**src/sv/abps_pkg.sv**
```systemverilog
// Shared types, constants and the Adams-Bashforth weight table for the path stepper.
// No dependencies; every other file imports this package.
package abps_pkg;

  localparam int DIGIT_BITS     = 8;
  localparam int REM_W          = 11;
  localparam int WEIGHT_W       = 13;
  localparam int COEF_HALF      = 360;
  localparam int MAX_STEP_RESET = 42950;

  localparam logic [REM_W-1:0] CLAMP_DEN = 11'd100;
  localparam logic [REM_W-1:0] COEF_DEN  = 11'd720;

  localparam logic REG_MAX_STEP = 1'b0;
  localparam logic REG_PERIODIC = 1'b1;

  typedef enum logic [1:0] {
    ST_OK        = 2'd0,
    ST_FINAL     = 2'd1,
    ST_UNDERFLOW = 2'd2
  } status_t;

  typedef enum logic {
    OP_START = 1'b0,
    OP_STEP  = 1'b1
  } op_t;

  typedef enum logic {
    SRC_WEIGHT = 1'b0,
    SRC_STEP   = 1'b1
  } msrc_t;

  typedef struct packed {
    logic       accept;
    logic       div_load_m;
    logic       div_load_b;
    logic       div_run;
    logic       clamp;
    logic       hist_wr0;
    logic       acc_clr;
    logic       mul_issue;
    msrc_t      mul_src;
    logic [2:0] hist_idx;
    logic [1:0] comp;
    logic [1:0] piece;
    logic       vnew_cap;
    logic       inc_done;
    logic       finish;
  } dp_cmd_t;

  typedef struct packed {
    logic       hmag_zero;
    logic [2:0] order;
    logic       out_free;
  } dp_stat_t;

  // row = order - 1, col = history slot (0 newest)
  function automatic logic signed [WEIGHT_W-1:0] ab_weight(input logic [2:0] row,
                                                            input logic [2:0] col);
    logic signed [WEIGHT_W-1:0] w;
    w = '0;
    case ({row, col})
      6'o00: w = 13'sd720;
      6'o10: w = 13'sd1080;
      6'o11: w = -13'sd360;
      6'o20: w = 13'sd1380;
      6'o21: w = -13'sd960;
      6'o22: w = 13'sd300;
      6'o30: w = 13'sd1650;
      6'o31: w = -13'sd1770;
      6'o32: w = 13'sd1110;
      6'o33: w = -13'sd270;
      6'o40: w = 13'sd1901;
      6'o41: w = -13'sd2774;
      6'o42: w = 13'sd2616;
      6'o43: w = -13'sd1274;
      6'o44: w = 13'sd251;
      default: w = '0;
    endcase
    return w;
  endfunction

endpackage

```
**src/sv/abps_ctrl.sv**
```systemverilog
// Controller FSM: sequences divide, clamp, weighted sum, step products and writeback.
// Depends on abps_pkg; drives the datapath through dp_cmd_t.
module abps_ctrl #(
  parameter int WORD_BITS = 48
) (
  input  logic               clk,
  input  logic               rst_n,
  input  logic               in_tvalid,
  input  abps_pkg::op_t      in_op,
  output logic               in_tready,
  input  abps_pkg::dp_stat_t stat,
  output abps_pkg::dp_cmd_t  cmd
);
  import abps_pkg::*;

  localparam int DIV_STEPS = (WORD_BITS + 14 + DIGIT_BITS - 1) / DIGIT_BITS;
  localparam int CNT_W     = $clog2(DIV_STEPS + 1);
  localparam logic [CNT_W-1:0] CNT_LAST = CNT_W'(DIV_STEPS - 1);

  typedef enum logic [12:0] {
    S_IDLE   = 13'b0000000000001,
    S_MDIV   = 13'b0000000000010,
    S_CLAMP  = 13'b0000000000100,
    S_CHK    = 13'b0000000001000,
    S_WMUL   = 13'b0000000010000,
    S_WDRAIN = 13'b0000000100000,
    S_BLOAD  = 13'b0000001000000,
    S_BDIV   = 13'b0000010000000,
    S_VCAP   = 13'b0000100000000,
    S_HMUL   = 13'b0001000000000,
    S_HDRAIN = 13'b0010000000000,
    S_INC    = 13'b0100000000000,
    S_FIN    = 13'b1000000000000
  } state_t;

  state_t           state_r, state_nxt;
  logic [CNT_W-1:0] cnt_r, cnt_nxt;
  logic [2:0]       i_r, i_nxt;
  logic [1:0]       c_r, c_nxt;
  logic [1:0]       p_r, p_nxt;

  always_comb begin
    state_nxt    = state_r;
    cnt_nxt      = cnt_r;
    i_nxt        = i_r;
    c_nxt        = c_r;
    p_nxt        = p_r;
    in_tready    = 1'b0;
    cmd          = '0;
    cmd.hist_idx = i_r;
    cmd.comp     = c_r;
    cmd.piece    = p_r;
    case (state_r)
      S_IDLE: begin
        in_tready = 1'b1;
        if (in_tvalid) begin
          cmd.accept = 1'b1;
          if (in_op == OP_STEP) begin
            cmd.div_load_m = 1'b1;
            cnt_nxt        = '0;
            state_nxt      = S_MDIV;
          end
        end
      end
      S_MDIV, S_BDIV: begin
        cmd.div_run = 1'b1;
        cnt_nxt     = cnt_r + 1'b1;
        if (cnt_r == CNT_LAST) begin
          cnt_nxt   = '0;
          state_nxt = (state_r == S_MDIV) ? S_CLAMP : S_VCAP;
        end
      end
      S_CLAMP: begin
        cmd.clamp = 1'b1;
        state_nxt = S_CHK;
      end
      S_CHK: begin
        if (stat.hmag_zero) begin
          state_nxt = S_FIN;
        end else begin
          cmd.hist_wr0 = 1'b1;
          cmd.acc_clr  = 1'b1;
          i_nxt        = '0;
          c_nxt        = '0;
          p_nxt        = '0;
          state_nxt    = S_WMUL;
        end
      end
      S_WMUL: begin
        cmd.mul_issue = 1'b1;
        cmd.mul_src   = SRC_WEIGHT;
        p_nxt         = p_r + 1'b1;
        if (p_r == 2'd3) begin
          if (i_r == 3'(stat.order - 3'd1)) state_nxt = S_WDRAIN;
          else i_nxt = i_r + 1'b1;
        end
      end
      S_WDRAIN: state_nxt = S_BLOAD;
      S_BLOAD: begin
        cmd.div_load_b = 1'b1;
        cnt_nxt        = '0;
        state_nxt      = S_BDIV;
      end
      S_VCAP: begin
        cmd.vnew_cap = 1'b1;
        cmd.acc_clr  = 1'b1;
        p_nxt        = '0;
        state_nxt    = S_HMUL;
      end
      S_HMUL: begin
        cmd.mul_issue = 1'b1;
        cmd.mul_src   = SRC_STEP;
        p_nxt         = p_r + 1'b1;
        if (p_r == 2'd3) state_nxt = S_HDRAIN;
      end
      S_HDRAIN: state_nxt = S_INC;
      S_INC: begin
        cmd.inc_done = 1'b1;
        if (c_r == 2'd2) begin
          state_nxt = S_FIN;
        end else begin
          c_nxt       = c_r + 1'b1;
          i_nxt       = '0;
          p_nxt       = '0;
          cmd.acc_clr = 1'b1;
          state_nxt   = S_WMUL;
        end
      end
      S_FIN: begin
        if (stat.out_free) begin
          cmd.finish = 1'b1;
          state_nxt  = S_IDLE;
        end
      end
      default: state_nxt = S_IDLE;
    endcase
  end

  always_ff @(posedge clk) begin
    if (!rst_n) begin
      state_r <= S_IDLE;
      cnt_r   <= '0;
      i_r     <= '0;
      c_r     <= '0;
      p_r     <= '0;
    end else begin
      state_r <= state_nxt;
      cnt_r   <= cnt_nxt;
      i_r     <= i_nxt;
      c_r     <= c_nxt;
      p_r     <= p_nxt;
    end
  end

`ifndef SYNTH
  a_step_starts_div: assert property (@(posedge clk) disable iff (!rst_n)
    (in_tvalid && in_tready && in_op == OP_STEP) |=> state_r == S_MDIV)
    else $error("step beat did not start the clamp divide");
  a_start_stays_idle: assert property (@(posedge clk) disable iff (!rst_n)
    (in_tvalid && in_tready && in_op == OP_START) |=> state_r == S_IDLE)
    else $error("start beat left idle");
  a_hist_idx_in_order: assert property (@(posedge clk) disable iff (!rst_n)
    cmd.mul_issue && cmd.mul_src == SRC_WEIGHT |-> i_r < stat.order)
    else $error("history read beyond current order");
`endif

endmodule

```
**config.mk**
```make
export PLATFORM = sky130hd
export DESIGN_NAME = abps_ctrl
export DESIGN_NICKNAME = d
export VERILOG_FILES = /design/src/sv/abps_pkg.sv /design/src/sv/abps_ctrl.sv
export SDC_FILE = /design/constraint.sdc
export NUM_CORES = 1
export LEC_CHECK = 0
export BUFFER_PORTS_ARGS = -buffer_cell sky130_fd_sc_hd__clkbuf_2
export CAP_MARGIN = 20
export CORE_MARGIN = 8
export CORE_UTILIZATION = 45
export DETAILED_ROUTE_END_ITERATION = 7
export PLACE_DENSITY = 0.68
export SLEW_MARGIN = 15
export SYNTH_ARGS = -nofsm -noshare
export SYNTH_HDL_FRONTEND = slang
export SYNTH_SLANG_ARGS = --single-unit
export TNS_END_PERCENT = 1
```
**constraint.sdc**
```tcl
create_clock -name clk -period 2.7 [get_ports clk]
set_clock_uncertainty 0.2 [all_clocks]
set_input_delay 0.405 -clock clk [delete_from_list [all_inputs] [get_ports clk]]
set_output_delay 0.405 -clock clk [all_outputs]
set_load 0.02 [all_outputs]
```
==> impl_metrics.yaml <==
yosys:
  synthesis.nets: 215
  ys.flop_type: "dfxtp_1"
  synthSimpleGateAreaFrac: 0.363
  synth_mux_area_frac: 0.00689
  yosys_warnings: 0
  synthArstFlopShare: 0
  ys_types: 52
  syn-cell-area_mm2: 0.00164
  synthXorXnorAreaFrac: 0.0520
  ys_seq_area_frac: 0.294
  synth-edff-count: 0
  ys_seq_elements: 24
  synth_compound_area_frac: 0.193
  syn_inst: 201
  synth_top_family_by_area: "simple AND/OR/NAND/NOR gates"
  synthAdderAreaFrac: 0.0383
  syn_area_per_cell_um2: 8.14
layout:
  synthToLayoutAreaGrowth_pct: 25.4
  final_cell_count_no_fill: 292
  final_layout_size_suffix_gt1_frac: 0.320
  layout_common_cells: "clkbuf_2, buf_4, dfxtp_1"
  diodes: 0
  final_common_cell: "clkbuf_2"
  nets: 259
clock_network:
  cts_buffers: 3
  h-tree-depth: 1
  clk_latency_ns: 0.33
  cts_tree: "built"
  clkTransAtPathRegs_ns: 0.14
  ctsRootBufferMaster: "clkbuf_4"
  clockBufferDepth: 2
  cts_sinks: 24
setup_path:
  endpoint_kind: "primary output"
  r2r_cells: 7
  worstPathMaxFanout: 8
  r2r_setup_slack_ns: 0.17
  worstPathRequired_ns: 2.10
  critical_path_class: "reg2out"
  crit_path_top_delay_cell: "or4_4"
  rr_endpoint: "i_r[2]$_SDFFE_PN0P_"
  cp_top_family: "simple AND/OR/NAND/NOR gates"
  crit_path_cell_trace: "or4_4, or4_4, nor2_2, clkbuf_4"
  arrival_ns: 2.06
  cp_slowest_stage_delay_ns: 0.51
  r2r_start: "state_r[7]$_SDFFE_PN0P_"
  start_kind: "flop"
  path_common_cell: "or4_4"
  crit_buf_inv: 1
run:
  cap_viol_max_count: 0
route:
  route.detailed.drc: 0
  vias: 1667
  ant_nets: 0
  via_per_inst: 5.71
  totalWireLength_um: 4530
  drt_iter0_markers: 114
  wire_per_inst_um: 15.5
  dr.pass1.iters: 4
global_routing:
  grtUsageTotal: 0.163
  antenna_found_initial: 0
  first_global_vias: 1628
  overflow: 0
  grt_max_degree: 15
  grt_pass1_wl_um: 7990
floorplanning:
  rows: 22
  start_util: 0.457
  core_area_mm2: 0.00358
  fp.dieH_um: 76.3
  num_io_pins: 29
  chipWidth_um: 76.3
  die_area_mm2: 0.00582
timing:
  timing.fmax_mhz: 375
  hold_viol_final: 0
  holdWs_ns: 0.232
  tns_ns: 0
  worst_pin_slew_ns: 0.621
  final_max_slew_viol_count: 0
  relSlewSlack: 0.581
  rsz0062_at_grt: "yes"
  fin_ws_ns: 0.0310
  fin_crit_ns: 2.67
  setup_viol_count_final: 0
  period_share: 0.989
worst_hold_path:
  worst_hold_path_type: "in2reg"
  min_path_cells: 2
  hp-start: "rst_n"
  whs_endpoint: "state_r[1]$_SDFFE_PN0P_"
place:
  pre_cts_slack_ns: 0.0955
  dpl.hpwl_um: 3560
  globalplace.congestion: 0.899
  dp_cells: 285
  port_buffers: 28
power:
  vdd_drop_max_v: 0.000220
  powerDensity_mw_per_mm2: 381
  p_leak_nw: 0.896
  totalPowerFinal_mw: 0.781
status:
  status: "finished, final reports clean"
## power by group
| group | internal, mW | switching, mW |
|---|---|---|
| clock network | 0.150 | 0.122 |
| logic | 0.0579 | 0.0863 |
| registers | 0.357 | 0.00691 |
| total | 0.565 | 0.216 |
## repair_timing
item / in CTS / in global routing
pin swaps: 3 / 2
buffers inserted: 3 / 0
gates resized for setup: 10 / 10
setup endpoints to repair: 8 / 7
hold buffers: 0 / 0
## cell usage after synthesis (6+ instances only)
master | count | share of area
nor3_1 | 14 | 0.043
o21ai_0 | 6 | 0.018
nor2_1 | 13 | 0.030
nand2_1 | 12 | 0.028
dfxtp_1 | 24 | 0.29
nand3b_1 | 6 | 0.028
inv_1 | 11 | 0.025
a21oi_1 | 10 | 0.031
nor4_1 | 7 | 0.027
nand3_1 | 7 | 0.021
nand2b_1 | 7 | 0.027
## state kept, by name, summed over array words and instances, names as in the netlist
name / flops
p_r: 2
state_r: 13
i_r: 3
cnt_r: 4
c_r: 2
## metrics by stage
step | utilization | cell area (µm²)
2_1_floorplan | - | 1640
3_3_place_gp | 0.537 | 1920
3_5_place_dp | 0.537 | 1920
4_1_cts | 0.566 | 2020
5_1_grt | 0.573 | 2050
6_report | 0.573 | 2050
## worst max-delay path by stage
stage | to | from | slack [ns] | depth (start not counted)
2_1_floorplan | c_r[1]$_SDFFE_PN0P_ | state_r[6]$_SDFFE_PN0P_ | 0.1 | 7
3_3_place_gp | state_r[6]$_SDFFE_PN0P_ | stat[1] | 0.10 | 8
3_5_place_dp | state_r[6]$_SDFFE_PN0P_ | stat[1] | 0.1 | 8
4_1_cts | cmd[15] | state_r[4]$_SDFFE_PN0P_ | 0.001 | 4
5_1_grt | cmd[15] | state_r[4]$_SDFFE_PN0P_ | -0.04 | 4
6_report | cmd[15] | state_r[4]$_SDFFE_PN0P_ | 0.03 | 4
## cell type report
class | count | area [µm²]
Inverter | 12 | 46.3
Timing Repair Buffer | 47 | 288
Clock buffer | 3 | 22.5
Fill cell | 346 | 1530
Clock inverter | 1 | 30.0
Tap cell | 48 | 60.1
Multi-Input combinational cell | 157 | 1110
Sequential cell | 24 | 494
## cells by family after synthesis
logic type | Yosys count
flops | 24
xor+xnor | 8
buf+inv | 20
mux | 1
compound gates | 43
fa+ha+maj | 5
simple gates | 100
## metal layers
layer,vias to the layer above,part of all wire,GRT usage
li1,837,-,-
met2,43,0.47,0.257
met3,9,0.057,0.0448
met5,-,0,0
met4,0,0.020,0.0615
met1,778,0.45,0.204
Power figures use the tool's default switching activity.
