`src/sv/abps_pkg.sv`:
```
// Shared types, constants and the Adams-Bashforth weight table for the path stepper.
// No dependencies; every other file imports this package.
package abps_pkg;

  localparam int DIGIT_BITS     = 8;
  localparam int REM_W          = 11;
  localparam int WEIGHT_W       = 13;
  localparam int COEF_HALF      = 360;
  localparam int MAX_STEP_RESET = 42950;

  localparam logic [REM_W-1:0] CLAMP_DEN = 11'd100;
  localparam logic [REM_W-1:0] COEF_DEN  = 11'd720;

  localparam logic REG_MAX_STEP = 1'b0;
  localparam logic REG_PERIODIC = 1'b1;

  typedef enum logic [1:0] {
    ST_OK        = 2'd0,
    ST_FINAL     = 2'd1,
    ST_UNDERFLOW = 2'd2
  } status_t;

  typedef enum logic {
    OP_START = 1'b0,
    OP_STEP  = 1'b1
  } op_t;

  typedef enum logic {
    SRC_WEIGHT = 1'b0,
    SRC_STEP   = 1'b1
  } msrc_t;

  typedef struct packed {
    logic       accept;
    logic       div_load_m;
    logic       div_load_b;
    logic       div_run;
    logic       clamp;
    logic       hist_wr0;
    logic       acc_clr;
    logic       mul_issue;
    msrc_t      mul_src;
    logic [2:0] hist_idx;
    logic [1:0] comp;
    logic [1:0] piece;
    logic       vnew_cap;
    logic       inc_done;
    logic       finish;
  } dp_cmd_t;

  typedef struct packed {
    logic       hmag_zero;
    logic [2:0] order;
    logic       out_free;
  } dp_stat_t;

  // row = order - 1, col = history slot (0 newest)
  function automatic logic signed [WEIGHT_W-1:0] ab_weight(input logic [2:0] row,
                                                            input logic [2:0] col);
    logic signed [WEIGHT_W-1:0] w;
    w = '0;
    case ({row, col})
      6'o00: w = 13'sd720;
      6'o10: w = 13'sd1080;
      6'o11: w = -13'sd360;
      6'o20: w = 13'sd1380;
      6'o21: w = -13'sd960;
      6'o22: w = 13'sd300;
      6'o30: w = 13'sd1650;
      6'o31: w = -13'sd1770;
      6'o32: w = 13'sd1110;
      6'o33: w = -13'sd270;
      6'o40: w = 13'sd1901;
      6'o41: w = -13'sd2774;
      6'o42: w = 13'sd2616;
      6'o43: w = -13'sd1274;
      6'o44: w = 13'sd251;
      default: w = '0;
    endcase
    return w;
  endfunction

endpackage

```
`src/sv/abps_cfg.sv`:
```
// APB-style register file: max_step and periodic_mode.
// Depends on abps_pkg.
module abps_cfg #(
  parameter int WORD_BITS = 48
) (
  input  logic                 clk,
  input  logic                 rst_n,
  input  logic                 psel,
  input  logic                 penable,
  input  logic                 pwrite,
  input  logic [3:0]           paddr,
  input  logic [63:0]          pwdata,
  output logic [63:0]          prdata,
  output logic                 pready,
  output logic [WORD_BITS-2:0] max_step,
  output logic                 periodic
);
  import abps_pkg::*;

  logic [WORD_BITS-2:0] max_step_r;
  logic                 periodic_r;
  logic                 wr;

  assign pready   = 1'b1;
  assign wr       = psel && penable && pwrite && pready;
  assign max_step = max_step_r;
  assign periodic = periodic_r;

  always_comb begin
    case (paddr[3])
      REG_MAX_STEP: prdata = 64'(max_step_r);
      REG_PERIODIC: prdata = 64'(periodic_r);
      default:      prdata = '0;
    endcase
  end

  always_ff @(posedge clk) begin
    if (!rst_n) begin
      max_step_r <= (WORD_BITS-1)'(MAX_STEP_RESET);
      periodic_r <= 1'b0;
    end else if (wr) begin
      case (paddr[3])
        REG_MAX_STEP: max_step_r <= pwdata[WORD_BITS-2:0];
        REG_PERIODIC: periodic_r <= pwdata[0];
        default: ;
      endcase
    end
  end

endmodule

```
`config.mk`:
```
export PLATFORM = sky130hd
export DESIGN_NAME = abps_cfg
export DESIGN_NICKNAME = d
export VERILOG_FILES = /design/src/sv/abps_pkg.sv /design/src/sv/abps_cfg.sv
export SDC_FILE = /design/constraint.sdc
export NUM_CORES = 1
export LEC_CHECK = 0
export BUFFER_PORTS_ARGS = -buffer_cell sky130_fd_sc_hd__buf_2
export CAP_MARGIN = 20
export CORE_MARGIN = 2
export CORE_UTILIZATION = 40
export DETAILED_ROUTE_END_ITERATION = 10
export PLACE_DENSITY = 0.81
export SYNTH_ARGS = -nofsm -noshare
export SYNTH_HDL_FRONTEND = slang
export SYNTH_SLANG_ARGS = --single-unit
export TNS_END_PERCENT = 100
```
`constraint.sdc`:
```
create_clock -name clk -period 1.1 [get_ports clk]
set_input_delay 0.165 -clock clk [delete_from_list [all_inputs] [get_ports clk]]
set_output_delay 0.165 -clock clk [all_outputs]
set_load 0.05 [all_outputs]
```
==> impl_metrics.tcl, run 1 <==
set metrics [dict create \
    cts_root_buf "clkbuf_8" \
    syn_area_per_cell_um2 8.59 \
    finalCritPeriodShare_pct 112 \
    drive_gt1_share_pct 62.7 \
    die_y_um 81.8 \
    maxCapViolations 0 \
    setup_viol 26 \
    dieArea_um2 6690 \
    status "finished, violations left" \
    synthCells 282 \
    stdcell_count 512 \
    area_delta_synth_final_pct 76.0 \
    fp.coreArea_um2 5890 \
    worstSetupPathType "reg2out" \
    drt_first_pass_iters 4 \
    crit_buf_inv 1 \
    synth-seq-cells 48 \
    cts_made_buffers 5 \
    postCtsHoldBufs 0 \
    grt_start_max_net_pins 35 \
    crit_path_max_fanout 3 \
    drv_slew 0 \
    place_area_um2 3590 \
    slowest_delay_ps 340 \
    final_core_util_pct 72.4 \
    cts.sinks 48 \
    cpLargestDelayFamily "flip-flops" \
    synth_compound_area_share_pct 0 \
    cts_tree "yes" \
    route.vias.total 2352 \
    finalHoldViolCount 0 \
    pin_count 186 \
    endpoint_kind "primary output" \
    p_per_area_nw_per_um2 957 \
    num_rows 28 \
    synth.mux.area_fraction_pct 20.3 \
    final_nets 509 \
    viasPerCell 4.59 \
    ir_drop_mv 0.654 \
    synth_fa_ha_area_share_pct 0 \
    n_antenna_cell 0 \
    die_w_um 81.8 \
    yosys.area_share.simple_pct 29.1 \
    drt-total-wl_um 6710 \
    stdcell_area_um2 4260 \
    fill_cells 413 \
    insertion_delay_ps 290 \
    hp-class "in2reg" \
    path_cells "mux2_4, buf_8" \
    grt_overflow 0 \
    regArea_um2 1020 \
    slowest_stage "dfxtp_2" \
    drc_errors 0 \
    synth_area_um2 2420 \
    synth_top_family_by_area "simple AND/OR/NAND/NOR gates" \
    grt.total_usage_pct 18.7 \
    yosys-top-cells-area "dfxtp_1 40%, mux2i_1 20%, nor2b_1 17%, nand2_1 12%, buf_4 5.9%" \
    h-tree-depth 2 \
    numPlacedInstances 489 \
    layout_setup_ws_ps -128 \
    first_global_vias 2214 \
    grt_pass1_wl_um 9780 \
    clk_pin_slew_worst_paths_ps 90 \
    cp.arrival_ps 1060 \
    ys_types 13 \
    synthXorXnorAreaFrac_pct 0 \
    required_ps 940 \
    start_kind "flop" \
    synth_top_cell_area_share_pct 39.7 \
    hpwl_um 4580 \
    cts_max_path_buffers 2 \
    yosys_warnings 0 \
    violations "setup timing" \
    io_buffers 147 \
    dp_slack_ps -114 \
    clock_skew_ps 0 \
    antenna_found_initial 0 \
    routabilityCongestion 0.737 \
    multiInputGateArea_um2 1620 \
    p_leak_nw 1.88 \
    fin_crit_ps 1230 \
    synth_top_area_cell "dfxtp_1" \
    routedWlPerCell_um 13.1 \
    first_iter_violations 56 \
    ant_nets 0 \
    synth-seq-area-share_pct 39.7 \
    fmax_ghz 0.814 \
    initial_core_util_pct 41.1 \
    rsz0062_at_grt "true" \
    finalHoldWorstSlack_ps 103 \
]
-- final timing paths --
kind,cells after the start,from,end,slack (ps)
max,2,max_step[0],prdata[0],-130
min,3,pwdata[3],max_step[3],100
max reg2reg,4,max_step[41],max_step[41],300
min reg2reg,2,max_step[3],max_step[3],470
-- kinds of logic (layout without fill, tap and decap cells) --
| group | count (synthesis) | in the layout |
|---|---|---|
| mux | 49 | 49 |
| other cells | 2 | 18 |
| flops | 48 | 48 |
| buf+inv | 40 | 179 |
| simple gates | 143 | 143 |
-- flip-flops by register name, summed over array words and instances, names as in the netlist --
| register | count |
|---|---|
| max_step | 47 |
| periodic | 1 |
-- per-stage QoR --
step / TNS, ps / power (mW)
after global placement: -2410 / 2.76
after CTS: -737 / 4.09
after global routing: -2490 / 4.26
after floorplan: 0 / 2.61
final: -396 / 4.08
after detailed placement: -3620 / 2.78
-- where the power goes --
group / switching (mW) / internal (mW) / total, mW
Sequential: 0.0310 / 1.78 / 1.81
Clock: 0.565 / 0.675 / 1.24
Combinational: 0.670 / 0.356 / 1.03
Total: 1.27 / 2.81 / 4.08
-- tightest hold or removal path: stages --
cell and delay (ps):
buf_2 100, nand2_1 40, mux2i_1 50
-- synthesized netlist by cell type (all sizes together) --
cell and instances:
nand2 77, clkbuf 15, nor2b 64, buf 25
mux2i 48, mux2 1, conb 2, nand4 1
dfxtp 48, and4b 1
-- repair_timing --
| action | 4_1_cts | 5_1_grt |
|---|---|---|
| buffers inserted | 5 | 10 |
| cloned | 0 | 0 |
| setup endpoints to repair | 47 | 85 |
| resized for setup | 95 | 51 |
-- layer usage --
metal	part of all wire, %	global-route usage, %	vias up
met2	54	36.2	110
met3	8.3	5.16	5
met1	36	19.4	1083
met4	0.97	5.83	0
li1	-	-	1154
met5	0	0	-
-- placed cells by master (no fill, tap or decap), drive strengths merged --
master	Yosys	layout
nand2	77	77
clkbuf	15	41
clkinv	0	1
and4b	1	1
dfxtp	48	48
buf	25	136
nor2b	64	64
bufinv	0	1
nand4	1	1
mux2i	48	48
mux2	1	1
conb	2	18
-- final cells by class --
| cell class | count | share of cell area (%) |
|---|---|---|
| Tap cell | 75 | 2.20 |
| Multi-Input combinational cell | 210 | 37.9 |
| Sequential cell | 48 | 24.0 |
| Clock inverter | 2 | 0.822 |
| Timing Repair Buffer | 171 | 33.4 |
| Clock buffer | 6 | 1.70 |
Note: power is estimated with default switching activity, not from simulation.
==> run 2, diff against run 1 <==
--- a/config.mk
+++ b/config.mk
@@ -11,6 +11,7 @@
 export CORE_UTILIZATION = 40
 export DETAILED_ROUTE_END_ITERATION = 10
 export PLACE_DENSITY = 0.81
+export RECOVER_POWER = 25
 export SYNTH_ARGS = -nofsm -noshare
 export SYNTH_HDL_FRONTEND = slang
 export SYNTH_SLANG_ARGS = --single-unit
==> run 2 against run 1 <==
Sequential cell count unchanged; final area decreased by 0.62%; critical path depth stayed put; non-clock buffer count unchanged; clock skew unchanged; count of clock-buffer cells in the layout did not move; combinational power about the same; register-to-register slack lost 20 ps; setup slack about the same; power hardly changed; the flow still finishes with violations (setup timing).
==> impl_metrics.tcl, run 2 (same netlist as run 1, synthesis figures left out) <==
set metrics [dict create \
    finalPower_mw 4.08 \
    min_from "pwdata[38]" \
    hp-class "in2reg" \
    ant_nets 0 \
    mostFrequentLayoutCells "77 x nand2_1, 64 x buf_2, 48 x mux2i_1, 47 x dfxtp_2, 46 x nor2b_4" \
    drc_errors 0 \
    slowest_delay_ps 340 \
    cts_tree "yes" \
    viasPerCell 4.60 \
    largest_reg_flops 47 \
    maxCapViolations 0 \
    r2r_cells 4 \
    clock_skew_ps 0 \
    drv_slew 0 \
    min_to "max_step[38]" \
    status "finished, violations left" \
    finalHoldViolCount 0 \
    required_ps 940 \
    violations "setup timing" \
    grt_pass1_wl_um 9780 \
    route.vias.total 2353 \
    finalCritPeriodShare_pct 112 \
    final_common_cell "nand2_1" \
    rsz0062_at_grt "true" \
    fin_crit_ps 1230 \
    ir_drop_mv 0.653 \
    setup_viol 26 \
    crit_path_max_fanout 3 \
    drt_first_pass_iters 4 \
    reg2reg_slack_ps 280 \
    num_rows 28 \
    grt_start_max_net_pins 35 \
    final_nets 509 \
    cts_root_buf "clkbuf_8" \
    drt-total-wl_um 6700 \
    dieArea_um2 6690 \
    routedWlPerCell_um 13.1 \
    cp.arrival_ps 1060 \
    die_y_um 81.8 \
    cts.sinks 48 \
    first_global_vias 2214 \
    cts_made_buffers 5 \
    p_leak_nw 1.88 \
    area_delta_synth_final_pct 74.9 \
    routabilityCongestion 0.737 \
    hpwl_um 4580 \
    layout_setup_ws_ps -127 \
    n_antenna_cell 0 \
    drive_gt1_share_pct 62.5 \
    insertion_delay_ps 290 \
    cts_max_path_buffers 2 \
    pin_count 186 \
    h-tree-depth 2 \
    regToRegEndpoint "max_step[41]" \
    worstSetupPathType "reg2out" \
    first_iter_violations 55 \
    fmax_ghz 0.815 \
    path_cells "mux2_4, buf_8" \
    grt.total_usage_pct 18.7 \
    io_buffers 147 \
    antenna_found_initial 0 \
    die_w_um 81.8 \
    dp_slack_ps -114 \
    initial_core_util_pct 41.1 \
    endpoint_kind "primary output" \
    clk_pin_slew_worst_paths_ps 90 \
    grt_overflow 0 \
    timing.rr.start "max_step[41]" \
    fp.coreArea_um2 5890 \
    start_kind "flop" \
    stdcell_area_um2 4230 \
    worstHoldPathCells 3 \
    slowest_stage "dfxtp_2" \
    place_area_um2 3590 \
    p_per_area_nw_per_um2 963 \
]
-- run 2: repair_timing --
item                                    in CTS  in global routing
endpoints found under the setup margin      47                 85
resized for setup                           95                 51
setup buffers                                5                 10
hold buffers                                 0                  0
-- run 2: how the worst max path moves through the flow --
stage,from,end,cells after the start
5_1_grt,max_step[0],prdata[0],2
2_1_floorplan,paddr[3],prdata[35],3
3_5_place_dp,paddr[3],max_step[18],4
6_report,max_step[0],prdata[0],2
4_1_cts,periodic,prdata[0],2
3_3_place_gp,paddr[3],max_step[25],4
-- run 2: worst max-delay path: cells and delay by family (launching register included) --
kind,cells,cell delay [ps]
buffers and inverters,1,150
multiplexers,1,280
flip-flops,1,340
-- run 2: per-stage QoR --
step	setup TNS, ps	hold WS [ps]	util, %	cells
floorplan	0	300	-	298
global placement	-2410	405	61.1	489
detailed placement	-3620	409	61.1	489
CTS	-737	92.3	68.6	502
global route	-2530	96.0	71.9	512
finish	-404	102	71.9	512
-- run 2: area by class of cell --
class	instances	area [um^2]
Tap cell	75	93.8
Fill cell	418	1650
Clock inverter	2	35.0
Timing Repair Buffer	171	1400
Clock buffer	6	72.6
Sequential cell	48	1020
Multi-Input combinational cell	210	1620
-- run 2: where the power goes --
group          switching [mW]  internal, mW  total, mW
sequential             0.0310          1.78       1.81
combinational           0.669         0.351       1.02
clock                   0.568         0.675       1.24
-- run 2: layer usage --
| metal | up-vias | track usage (%) | share of wire (%) | routed length (um) |
|---|---|---|---|---|
| met3 | 5 | 5.16 | 8.5 | 568 |
| met2 | 113 | 36.2 | 54 | 3620 |
| li1 | 1155 | - | - | - |
| met4 | 0 | 5.83 | 0.97 | 65 |
| met1 | 1080 | 19.4 | 36 | 2440 |
| met5 | - | 0 | 0 | 0 |
